==> src/design/tdt_row_mem.sv <==
// ============================================================================
// Wait-row memory
// One row of wait bits per slot, single port, registered read. Rows that were
// never written since reset read as zero through per-row valid bits.
// ============================================================================
`default_nettype none

module tdt_row_mem #(
    parameter int DEPTH = 64,
    parameter int WIDTH = 64,
    parameter int ADDR_W = 6
) (
    input  wire logic              clk,
    input  wire logic              rst_n,
    input  wire logic              rd_en,
    input  wire logic              wr_en,
    input  wire logic [ADDR_W-1:0] addr,
    input  wire logic [WIDTH-1:0]  wr_data,
    output logic      [WIDTH-1:0]  rd_data
);

    logic [WIDTH-1:0] mem [DEPTH];
    logic [DEPTH-1:0] row_valid_reg;
    logic [WIDTH-1:0] rd_data_reg;
    logic             rd_hit_reg;

    always_ff @(posedge clk)
    begin
        if (wr_en)
        begin
            mem[addr] <= wr_data;
        end
        if (rd_en)
        begin
            rd_data_reg <= mem[addr];
        end
    end

    always_ff @(posedge clk or negedge rst_n)
    begin
        if (!rst_n)
        begin
            row_valid_reg <= '0;
            rd_hit_reg    <= 1'b0;
        end
        else
        begin
            if (wr_en)
            begin
                row_valid_reg[addr] <= 1'b1;
            end
            if (rd_en)
            begin
                rd_hit_reg <= row_valid_reg[addr];
            end
        end
    end

    assign rd_data = rd_hit_reg ? rd_data_reg : '0;

endmodule

`default_nettype wire

==> config.mk <==
export PLATFORM = sky130hd
export DESIGN_NAME = tdt_row_mem
export DESIGN_NICKNAME = d
export VERILOG_FILES = /design/src/design/tdt_row_mem.sv
export SDC_FILE = /design/constraint.sdc
export NUM_CORES = 2
export LEC_CHECK = 0
export BUFFER_PORTS_ARGS = -buffer_cell sky130_fd_sc_hd__buf_4
export CAP_MARGIN = 30
export CORE_ASPECT_RATIO = 1.4
export CORE_MARGIN = 3
export CORE_UTILIZATION = 30
export CTS_CLUSTER_DIAMETER = 120
export DETAILED_ROUTE_END_ITERATION = 10
export PLACE_DENSITY_LB_ADDON = 0.25
export SYNTH_ARGS = -nofsm -noshare
export SYNTH_HDL_FRONTEND = slang
export SYNTH_SLANG_ARGS = --single-unit
==> constraint.sdc <==
create_clock -name clk -period 2.4 [get_ports clk]
set_clock_uncertainty 0.2 [all_clocks]
set_input_delay 0.24 -clock clk [delete_from_list [all_inputs] [get_ports clk]]
set_output_delay 0.24 -clock clk [all_outputs]
set_load 0.05 [all_outputs]
==> metrics.md <==
| Metric | Value |
|---|---|
| Status | finished, violations left |
| Violated checks | setup timing |
| Cell Area, Synth | 162000 um2 |
| Number of global-route vias before repair | 98524 |
| Top delay family on crit path | flip-flops |
| Rel. slew slack | 44.1% |
| CP max stage cell | dfrtp_4 |
| Tot GR Track Use | 24.3% |
| Final WL | 680000 um |
| Grt ovf | 0 |
| Via count | 99532 |
| Setup crit start kind | register |
| Nature of the critical path endpoint | primary output |
| Worst Path Max Fanout | 6 |
| First-pass detailed-route iteration total | 7 |
| Worst Path Arrival | 2230 ps |
| Crit Path Class | reg2out |
| Max_cap viols | 0 |
| RSZ-0062 raised after global routing | yes |
| Post-DP HPWL | 453000 um |
| Count of state elements after synthesis | 4225 |
| Peak supply drop | 0.000567 V |
| Synthesis-to-finish area growth | 27.0% |
| I/O Buffers | 137 |
| Clk root buf | clkbuf_16 |
| Hold WC Path Type | in2reg |
| Pin count of the biggest net entering global routing | 65 |
| Post-Syn Nets | 8553 |
| DP Area | 191000 um2 |
| CTS max path bufs | 4 |
| Pwr Density | 775 nW/um2 |
| Drt drc | 0 |
| Num rows | 318 |
| CP dominant cell by count | buf_16 |
| Tcrit/Tclk final | 111% |
| Synth top area share | 77.3% |
| Top FF cell, synth | edfxtp_1 |
| Setup violations, final | 69 |
| Critical path cell sequence | buf_16, buf_16, and2_4, buf_8 |
| Gpl congestion | 0.886 |
| Power, Total | 0.159 W |
| Setup slack after layout | -273 ps |
| Hold Slack | 24.9 ps |
| Fmax | 374 MHz |
| Reg clk slew, reported paths | 70 ps |
| CTS Buf Count | 394 |
| Core area | 536000 um2 |
| Final min period | 2670 ps |
| Critical Path Max Stage Delay | 560 ps |
| Ranking of synthesized cells by area | edfxtp_1 (77%), mux4_2 (4.0%), a221oi_1 (3.0%) |
| Clock Sinks | 4225 |
| Post-synth cell types | 68 |
| Die ar. | 548000 um2 |
| Area leader, netlist | edfxtp_1 |
| Yosys warns | 0 |
| Post-Layout Inst Area | 205000 um2 |
| Ys async rst share | 1.54% |
| Pins Over Slew Limit | 0 |
| EDFF count, synth | 4160 |
| First-pass GRT wire length | 904000 um |
| Starting density of the core | 30.1% |
| Final net count | 10292 |
| Die width | 626 um |
| Htree depth | 5 |
| Ports | 138 |
| CTS tree | yes |
| Die Y | 874 um |
| DR vias/cell | 5.66 |
| Worst-skew pair later-pin latency | 990 ps |
| Worst path buffer plus inverter count | 3 |
| Antenna violations before repair | 59 |
| Cells after Synth | 8479 |
| Worst Tran Pin Value | 837 ps |
| 1st-iter DRT viols | 12876 |
| Seq/Total Area, Yosys | 78.3% |
| Pleak | 67.7 nW |
| Layout cells sized above 1 | 31.9% |
| Avg Cell Area, Syn | 19.1 um2 |
| Routed wire per std cell | 38.6 um |
| Worst Path Required | 1960 ps |
| Post-route ant nets | 0 |
| Fin. Hold Viols | 0 |
| Max reg flops | 4096 |
[tightest hold or removal path, stage by stage]
cell and delay (ps):
buf_8 210, buf_4 180, buf_4 180, o22ai_1 90, nand2_1 80, a41oi_1 140
[cell type report]
class                      count  area (um2)
antenna                       18        45.0
tap                         7040        8810
sequential                  4225      127000
clock inverter               248        2730
timing repair buffer        1931       23700
clock buffer                 470       10200
inverter                       3        33.8
fill                       48881      331000
multi-input combinational   3663       33200
[final timing paths]
path	from	endpoint	slack, ps	depth (start not counted)
worst max-delay path	rd_hit_reg$_DFFE_PN0P_	rd_data[21]	-270	4
worst max register to register	mem[3][16]$_DFFE_PP_	rd_data_reg[16]$_DFFE_PP_	-70	6
worst min register to register	row_valid_reg[28]$_DFFE_PN0P_	row_valid_reg[28]$_DFFE_PN0P_	270	1
min in group asynchronous	rst_n	row_valid_reg[44]$_DFFE_PN0P_	480	4
max in group asynchronous	rst_n	rd_hit_reg$_DFFE_PN0P_	1260	4
worst min-delay path	addr[0]	rd_hit_reg$_DFFE_PN0P_	20	6
[Yosys cell counts (6+ instances only)]
| master | number |
|---|---|
| or4_1 | 19 |
| mux2i_1 | 415 |
| o221ai_1 | 56 |
| o211ai_1 | 7 |
| o21ai_0 | 169 |
| nand2_1 | 252 |
| a211oi_1 | 18 |
| clkbuf_1 | 147 |
| nor3_1 | 15 |
| a22o_1 | 51 |
| a221oi_1 | 547 |
| a22oi_1 | 292 |
| nand4_1 | 31 |
| a21oi_1 | 204 |
| o22ai_1 | 196 |
| mux2_1 | 9 |
| or3_1 | 6 |
| a221o_1 | 64 |
| buf_6 | 36 |
| buf_4 | 81 |
| nand3_1 | 12 |
| or2_2 | 67 |
| nor2_1 | 309 |
| o22a_1 | 38 |
| a31oi_1 | 17 |
| buf_1 | 41 |
| o21a_1 | 7 |
| buf_2 | 283 |
| nand2b_1 | 6 |
| o2bb2ai_1 | 49 |
| a222oi_1 | 14 |
| mux2_2 | 360 |
| edfxtp_1 | 4160 |
| dfrtp_1 | 65 |
| mux4_2 | 290 |
| and2_1 | 72 |
[through the flow]
step	std cells	utilization [%]	setup TNS [ps]	worst slack (ps)
floorplan	8479	-	-1770320	-483
global placement	16771	35.5	-1425910	-1020
detailed placement	16771	35.5	-1458500	-1030
CTS	17576	38.2	-22060	-400
global route	17590	38.3	-17740	-314
finish	17598	38.3	-14090	-273
[where the power goes]
| part | internal, W | switching [W] |
|---|---|---|
| sequential | 0.0819 | 0.000465 |
| combinational | 0.00456 | 0.00748 |
| clock | 0.0360 | 0.0288 |
| total | 0.122 | 0.0367 |
[placed cells by master, fill, tap and decap left out, types with 45 or more instances in the layout]
cell / instances
a21oi_1: 203
a221o_1: 64
a221oi_1: 525
a22o_1: 51
a22oi_1: 292
and2_4: 53
buf_12: 688
buf_4: 1094
buf_6: 45
bufinv_16: 51
clkbuf_1: 72
clkbuf_16: 397
clkinv_1: 77
clkinv_2: 77
dfrtp_1: 64
dlygate4sd3_1: 77
edfxtp_1: 4160
mux2_2: 357
mux2i_1: 411
mux4_2: 290
nand2_1: 233
nor2_1: 239
nor2_4: 71
o21ai_0: 163
o221ai_1: 54
o22ai_1: 194
o2bb2ai_1: 49
or2_2: 67
[per-layer routing]
layer	global-route usage [%]	vias to the layer above	share of wire, %
met5	0	-	0.021
met4	12.5	18	6.1
met3	3.77	1342	7.9
met2	40.7	5616	49
met1	30.3	53672	37
li1	-	38884	-
[logic make-up after synthesis]
| logic type | count (synthesis) | synth area share, % |
|---|---|---|
| AO/OA/AOI/OAI | 1762 | 8.18 |
| multiplexers | 1079 | 9.23 |
| flip-flops | 4225 | 78.3 |
| buffers and inverters | 591 | 1.95 |
| AND/OR/NAND/NOR | 822 | 2.35 |
[what timing repair did]
item / CTS / global route
resized for setup: 167 / 46
hold buffers: 79 / 0
endpoints found under the hold margin: 4522 / 0
pin swaps: 27 / 19
endpoints found under the setup margin: 81 / 147
gates cloned: 3 / 0
setup buffers: 6 / 7
No activity file was read; power rests on OpenSTA's default activity.
