==> config.mk <==
export PLATFORM = sky130hd
export DESIGN_NAME = tdt_free_stack
export DESIGN_NICKNAME = d
export VERILOG_FILES = /design/src/design/tdt_free_stack.sv
export SDC_FILE = /design/constraint.sdc
export NUM_CORES = 1
export LEC_CHECK = 0
export BUFFER_PORTS_ARGS = -buffer_cell sky130_fd_sc_hd__buf_2
export CORE_ASPECT_RATIO = 1.25
export CORE_MARGIN = 10
export CORE_UTILIZATION = 55
export CTS_BUF_LIST = sky130_fd_sc_hd__clkbuf_8
export DETAILED_ROUTE_END_ITERATION = 16
export PLACE_DENSITY = 0.71
export SYNTH_ARGS = -nofsm -noshare
export SYNTH_HDL_FRONTEND = slang
export SYNTH_SLANG_ARGS = --single-unit
==> constraint.sdc <==
create_clock -name clk -period 6.2 [get_ports clk]
set_clock_uncertainty 0.15 [all_clocks]
set_input_delay 0 -clock clk [delete_from_list [all_inputs] [get_ports clk]]
set_output_delay 0 -clock clk [all_outputs]
set_load 0.005 [all_outputs]
==> src/design/tdt_free_stack.sv <==
// ============================================================================
// Free-slot stack memory
// Stack storage for free slot numbers, single port, registered read. An
// entry that was never pushed since reset reads as its own index.
// ============================================================================
`default_nettype none

module tdt_free_stack #(
    parameter int DEPTH = 64,
    parameter int ADDR_W = 6
) (
    input  wire logic              clk,
    input  wire logic              rst_n,
    input  wire logic              rd_en,
    input  wire logic              wr_en,
    input  wire logic [ADDR_W-1:0] addr,
    input  wire logic [ADDR_W-1:0] wr_data,
    output logic      [ADDR_W-1:0] rd_data
);

    logic [ADDR_W-1:0] mem [DEPTH];
    logic [DEPTH-1:0]  entry_valid_reg;
    logic [ADDR_W-1:0] rd_data_reg;
    logic [ADDR_W-1:0] rd_addr_reg;
    logic              rd_hit_reg;

    always_ff @(posedge clk)
    begin
        if (wr_en)
        begin
            mem[addr] <= wr_data;
        end
        if (rd_en)
        begin
            rd_data_reg <= mem[addr];
            rd_addr_reg <= addr;
        end
    end

    always_ff @(posedge clk or negedge rst_n)
    begin
        if (!rst_n)
        begin
            entry_valid_reg <= '0;
            rd_hit_reg      <= 1'b0;
        end
        else
        begin
            if (wr_en)
            begin
                entry_valid_reg[addr] <= 1'b1;
            end
            if (rd_en)
            begin
                rd_hit_reg <= entry_valid_reg[addr];
            end
        end
    end

    assign rd_data = rd_hit_reg ? rd_data_reg : rd_addr_reg;

endmodule

`default_nettype wire

==> results of run 1 <==
[path summary, 6_finish.rpt]
kind,depth (start not counted),slack (ns),endpoint,startpoint
setup / recovery,8,2.73,rd_data_reg[0]$_DFFE_PP_,addr[0]
hold / removal,1,0.07,mem[5][3]$_DFFE_PP_,wr_data[3]
setup reg to reg,5,3.74,rd_data_reg[5]$_DFFE_PP_,mem[58][5]$_DFFE_PP_
hold reg to reg,1,0.31,entry_valid_reg[36]$_DFFE_PN0P_,entry_valid_reg[36]$_DFFE_PN0P_
max in group asynchronous,4,5.06,entry_valid_reg[6]$_DFFE_PN0P_,rst_n
min in group asynchronous,3,0.27,entry_valid_reg[61]$_DFFE_PN0P_,rst_n
[cell families after synthesis]
family,count (synthesis),share of synthesized area (%)
compound gates,151,6.32
buf+inv,69,2.02
flops,461,74.1
mux,138,11.5
simple gates,211,5.99
[stage by stage]
stage | total power, mW | hold WS [ns]
after detailed placement | 4.04 | 0.0634
final | 6.24 | 0.0706
after floorplan | 3.86 | -0.446
after CTS | 6.26 | 0.0582
after global routing | 6.44 | 0.0972
after global placement | 4.02 | 0.0554
[cells in the mapped netlist (4+ instances only)]
master,instances
edfxtp_1,396
nor2_1,77
or2_2,66
dfrtp_1,65
mux4_2,50
mux2i_1,46
mux2_2,39
a221oi_1,30
buf_2,25
clkbuf_1,23
nand2_1,22
o22ai_1,20
a21oi_1,16
a22oi_1,16
nand3_1,11
a22o_1,9
o21ai_0,8
o2bb2ai_1,8
a221o_1,7
o221ai_1,6
and2_1,5
buf_4,5
buf_6,5
nor2b_1,5
a32oi_1,4
buf_1,4
or3b_2,4
[metal layers]
metal | part of all wire, % | track usage, % | wire length, um | up-vias
met5 | 0.030 | 0 | 13 | -
met4 | 3.3 | 8.68 | 1430 | 2
met3 | 8.6 | 4.56 | 3810 | 92
met2 | 50 | 34.7 | 21800 | 573
met1 | 39 | 28.3 | 17000 | 5132
li1 | - | - | - | 4201
[what timing repair did]
action	4_1_cts	5_1_grt
setup endpoints to repair	0	0
endpoints found under the hold margin	85	0
hold buffers	8	0
gates resized for setup	0	0
[layout make-up]
class / count / area, um^2
flip-flops and latches: 461 / 13500
fillers: 2333 / 12700
multi-input cells: 500 / 4350
clock buffers: 71 / 977
well taps: 418 / 523
repair buffers: 39 / 300
clock inverters: 52 / 258
inverters: 5 / 18.8
diodes: 1 / 2.50
[power breakdown]
part	internal, mW	total [mW]	switching (mW)
logic	0.192	0.456	0.264
clock network	1.11	2.25	1.15
registers	3.48	3.53	0.0493
==> flow_summary.json, run 1 <==
{
  "power_density_mw_per_mm2": 313,
  "cp_common_cell": "buf_4",
  "placed_area_mm2": 0.0186,
  "fmaxAchievable_mhz": 288,
  "grt_util_all_layers_pct": 21.6,
  "io_buffers": 21,
  "power_leakage_nw": 6.87,
  "synthesis.nets": 1046,
  "htreeDepth": 3,
  "tightest_slew_ns": 1.47,
  "vias_per_cell": 6.46,
  "start_util_pct": 55.8,
  "ys_async_sr_fraction_pct": 14.1,
  "grt_first_pass_wirelength_mm": 65.9,
  "synth_flop_cell": "edfxtp_1",
  "fp.dieW_um": 183,
  "finalCriticalPeriod_ns": 3.47,
  "status": "completed",
  "final_cell_mix": "396 x edfxtp_1, 77 x nor2_1, 71 x clkbuf_8, 66 x or2_2, 65 x dfrtp_1",
  "post_drt_wl_per_cell_um": 28.5,
  "peakVddDrop_mv": 0.194,
  "areaGrowthSynthToFinish_pct": 9.38,
  "layout_commonest_cell": "edfxtp_1",
  "crit_chain": "dlygate4sd3_1, buf_4, buf_4, inv_2, a221o_1, a222oi_1, o2bb2ai_1, or4_1",
  "ios": 22,
  "critPathTopFamily": "buffers and inverters",
  "vias": 10000,
  "slew_violations": 0,
  "clock_sinks": 461,
  "cp.required_ns": 6.41,
  "worstPathArrival_ns": 3.68,
  "insertion_delay_ns": 0.62,
  "hold_viol": 0,
  "critical_path.max_stage_delay_ns": 0.64,
  "gp_congestion": 0.928,
  "rows": 74,
  "crit_path_end_kind": "flip-flop",
  "setup_viol": 0,
  "grt_pass1_vias": 10100,
  "tns_ns": 0,
  "rsz0062_at_grt": "no",
  "drcViolationCount": 0,
  "largest_reg_flops": 384,
  "final_util_pct": 61.0,
  "drt_wl_total_mm": 44.1,
  "slew_headroom_pct": 1.62,
  "drt_iter0_markers": 1277,
  "synth_warnings": 0,
  "cts_tree": "built",
  "grt_max_degree": 99,
  "cts_max_path_buffers": 3,
  "layout_setup_ws_ns": 2.73,
  "synth_top_cell_by_area": "edfxtp_1",
  "dp_cells": 1415,
  "cp_max_fo": 45,
  "syn_area_mm2": 0.0182,
  "synth_area_leaders": "edfxtp_1 65%, dfrtp_1 8.9%, mux4_2 6.2%",
  "place_hpwl_mm": 26.0,
  "root_buffer": "clkbuf_8",
  "core-area_mm2": 0.0327,
  "fin_crit_sh_pct": 55.9,
  "cts_setup_buffers": 0,
  "crit_slowest_cell": "buf_4",
  "final_cell_count_no_fill": 1547,
  "first_pass_iters": 6,
  "yosys_register_bits": 461,
  "grt_overflow": 0,
  "worstHoldPathType": "in2reg",
  "ant_nets": 0,
  "synth_edf_count": 396,
  "ys_seq_area_share_pct": 74.1,
  "ys_types": 61,
  "finalNetCount": 1090,
  "numCtsBuffers": 67,
  "antenna_found_initial": 2,
  "die_height_um": 224,
  "startpoint_type": "input port",
  "cp_num_buf_inv": 4,
  "drive_gt1_share_pct": 24.6,
  "cts.clk_slew.worst_paths_ns": 0.07,
  "pre_cts_slack_ns": 2.55,
  "yosys.area.top_type_share_pct": 65.2,
  "path_class": "in2reg",
  "final_cell_area_mm2": 0.0199,
  "avgSynthCellArea_um2": 17.7,
  "die-area_mm2": 0.0409,
  "cap_viol_max_count": 0,
  "syn_inst": 1030
}
Note: power is estimated with default switching activity, not from simulation.
==> inputs of run 2 (changes only) <==
==> constraint.sdc (replaced) <==
create_clock -name clk -period 3.3 [get_ports clk]
set_clock_uncertainty 0.15 [all_clocks]
set_input_delay 0 -clock clk [delete_from_list [all_inputs] [get_ports clk]]
set_output_delay 0 -clock clk [all_outputs]
set_load 0.005 [all_outputs]
==> flow_summary.json, run 2 (synthesized netlist as in run 1, its figures left out) <==
{
  "critical_path.max_stage_delay_ns": 0.54,
  "antenna_found_initial": 2,
  "placed_area_mm2": 0.0193,
  "largest_reg_flops": 384,
  "r2r-end": "rd_data_reg[5]$_DFFE_PP_",
  "die-area_mm2": 0.0409,
  "setup_viol": 0,
  "areaGrowthSynthToFinish_pct": 13.6,
  "grt_first_pass_wirelength_mm": 68.2,
  "insertion_delay_ns": 0.60,
  "rows": 74,
  "rsz0062_at_grt": "no",
  "die_height_um": 224,
  "root_buffer": "clkbuf_8",
  "reg2reg_depth": 5,
  "cp_common_cell": "buf_4",
  "grt_max_degree": 65,
  "startpoint_type": "input port",
  "hold_start": "wr_data[4]",
  "hold_depth": 1,
  "ant_nets": 0,
  "drive_gt1_share_pct": 30.3,
  "slew_headroom_pct": 17.8,
  "final_cell_mix": "396 x edfxtp_1, 103 x buf_4, 77 x nor2_1, 76 x clkbuf_8, 66 x or2_2",
  "place_hpwl_mm": 28.2,
  "layout_setup_ws_ns": 0.559,
  "drcViolationCount": 0,
  "start_util_pct": 55.8,
  "grt_util_all_layers_pct": 22.3,
  "cts.clk_slew.worst_paths_ns": 0.07,
  "drt_iter0_markers": 1216,
  "grt_overflow": 0,
  "cts_max_path_buffers": 3,
  "clock_sinks": 461,
  "cts_tree": "built",
  "status": "completed",
  "core-area_mm2": 0.0327,
  "crit_slowest_cell": "dlygate4sd3_1",
  "first_pass_iters": 5,
  "reg2reg_slack_ns": 0.94,
  "cap_viol_max_count": 0,
  "crit_path_end_kind": "flip-flop",
  "layout_commonest_cell": "edfxtp_1",
  "fin_crit_sh_pct": 83.1,
  "vias": 10400,
  "numCtsBuffers": 68,
  "final_cell_area_mm2": 0.0207,
  "power_leakage_nw": 7.40,
  "worstHoldPathType": "in2reg",
  "drt_wl_total_mm": 45.1,
  "ios": 22,
  "finalNetCount": 1186,
  "hold_ws_ns": 0.0472,
  "min_to": "mem[13][4]$_DFFE_PP_",
  "finalCriticalPeriod_ns": 2.74,
  "worstPathArrival_ns": 2.92,
  "post_drt_wl_per_cell_um": 27.5,
  "tns_ns": 0,
  "crit_chain": "dlygate4sd3_1, buf_4, buf_4, and2_1, a221o_1, a222oi_1, o2bb2ai_1, or4_1",
  "gp_congestion": 0.903,
  "cp.required_ns": 3.48,
  "slew_violations": 0,
  "path_class": "in2reg",
  "r2r-start": "mem[60][5]$_DFFE_PP_",
  "peakVddDrop_mv": 0.404,
  "power_density_mw_per_mm2": 568,
  "grt_pass1_vias": 10600,
  "io_buffers": 21,
  "fmaxAchievable_mhz": 365,
  "tightest_slew_ns": 1.23,
  "final_util_pct": 63.4,
  "hold_viol": 0,
  "vias_per_cell": 6.33,
  "setup.worst_path.start": "addr[0]",
  "cp_max_fo": 21,
  "htreeDepth": 3,
  "postCtsResizedCells": 0,
  "pre_cts_slack_ns": 0.415,
  "fp.dieW_um": 183
}
## run 2: layout make-up
cell class / instances / area [um^2]
inverters: 5 / 18.8
fillers: 2269 / 12000
diodes: 1 / 2.50
well taps: 418 / 523
clock buffers: 76 / 1050
repair buffers: 134 / 1060
multi-input cells: 500 / 4350
flip-flops and latches: 461 / 13500
clock inverters: 42 / 195
## run 2: per-layer routing
| metal | share of wire (%) | routed length, um | global-route usage [%] |
|---|---|---|---|
| met2 | 49 | 22000 | 35.5 |
| met3 | 9.3 | 4170 | 4.81 |
| met1 | 38 | 17300 | 29.6 |
| met5 | 0.016 | 7 | 0 |
| met4 | 3.5 | 1580 | 8.58 |
## run 2: power breakdown
| part | switching (mW) | internal (mW) |
|---|---|---|
| sequential | 0.0940 | 6.54 |
| clock | 2.06 | 2.18 |
| combinational | 0.502 | 0.397 |
| total | 2.66 | 9.11 |
## run 2: worst max path at each step
stage | endpoint | slack (ns) | cells past startpoint
floorplan | rd_data_reg[5]$_DFFE_PP_ | 1.12 | 5
global placement | rd_data_reg[0]$_DFFE_PP_ | 0.43 | 7
detailed placement | rd_data_reg[0]$_DFFE_PP_ | 0.41 | 7
CTS | rd_data_reg[0]$_DFFE_PP_ | 0.66 | 8
global route | rd_data_reg[0]$_DFFE_PP_ | 0.47 | 8
finish | rd_data_reg[0]$_DFFE_PP_ | 0.56 | 8
## run 2: through the flow
stage / instances / power [mW]
after floorplan: 1030 / 7.25
after global placement: 1508 / 7.60
after detailed placement: 1508 / 7.63
after CTS: 1636 / 11.8
after global routing: 1636 / 12.2
final: 1637 / 11.8
## run 2: timing repair
action / 4_1_cts / 5_1_grt
endpoints found under the hold margin: 148 / 0
hold buffers: 10 / 0
setup buffers: 0 / 0
## run 2: critical path: cells and delay by family
family	cells	cell delay, ns
compound gates	3	1.02
buf+inv	3	1.04
simple gates	2	0.83
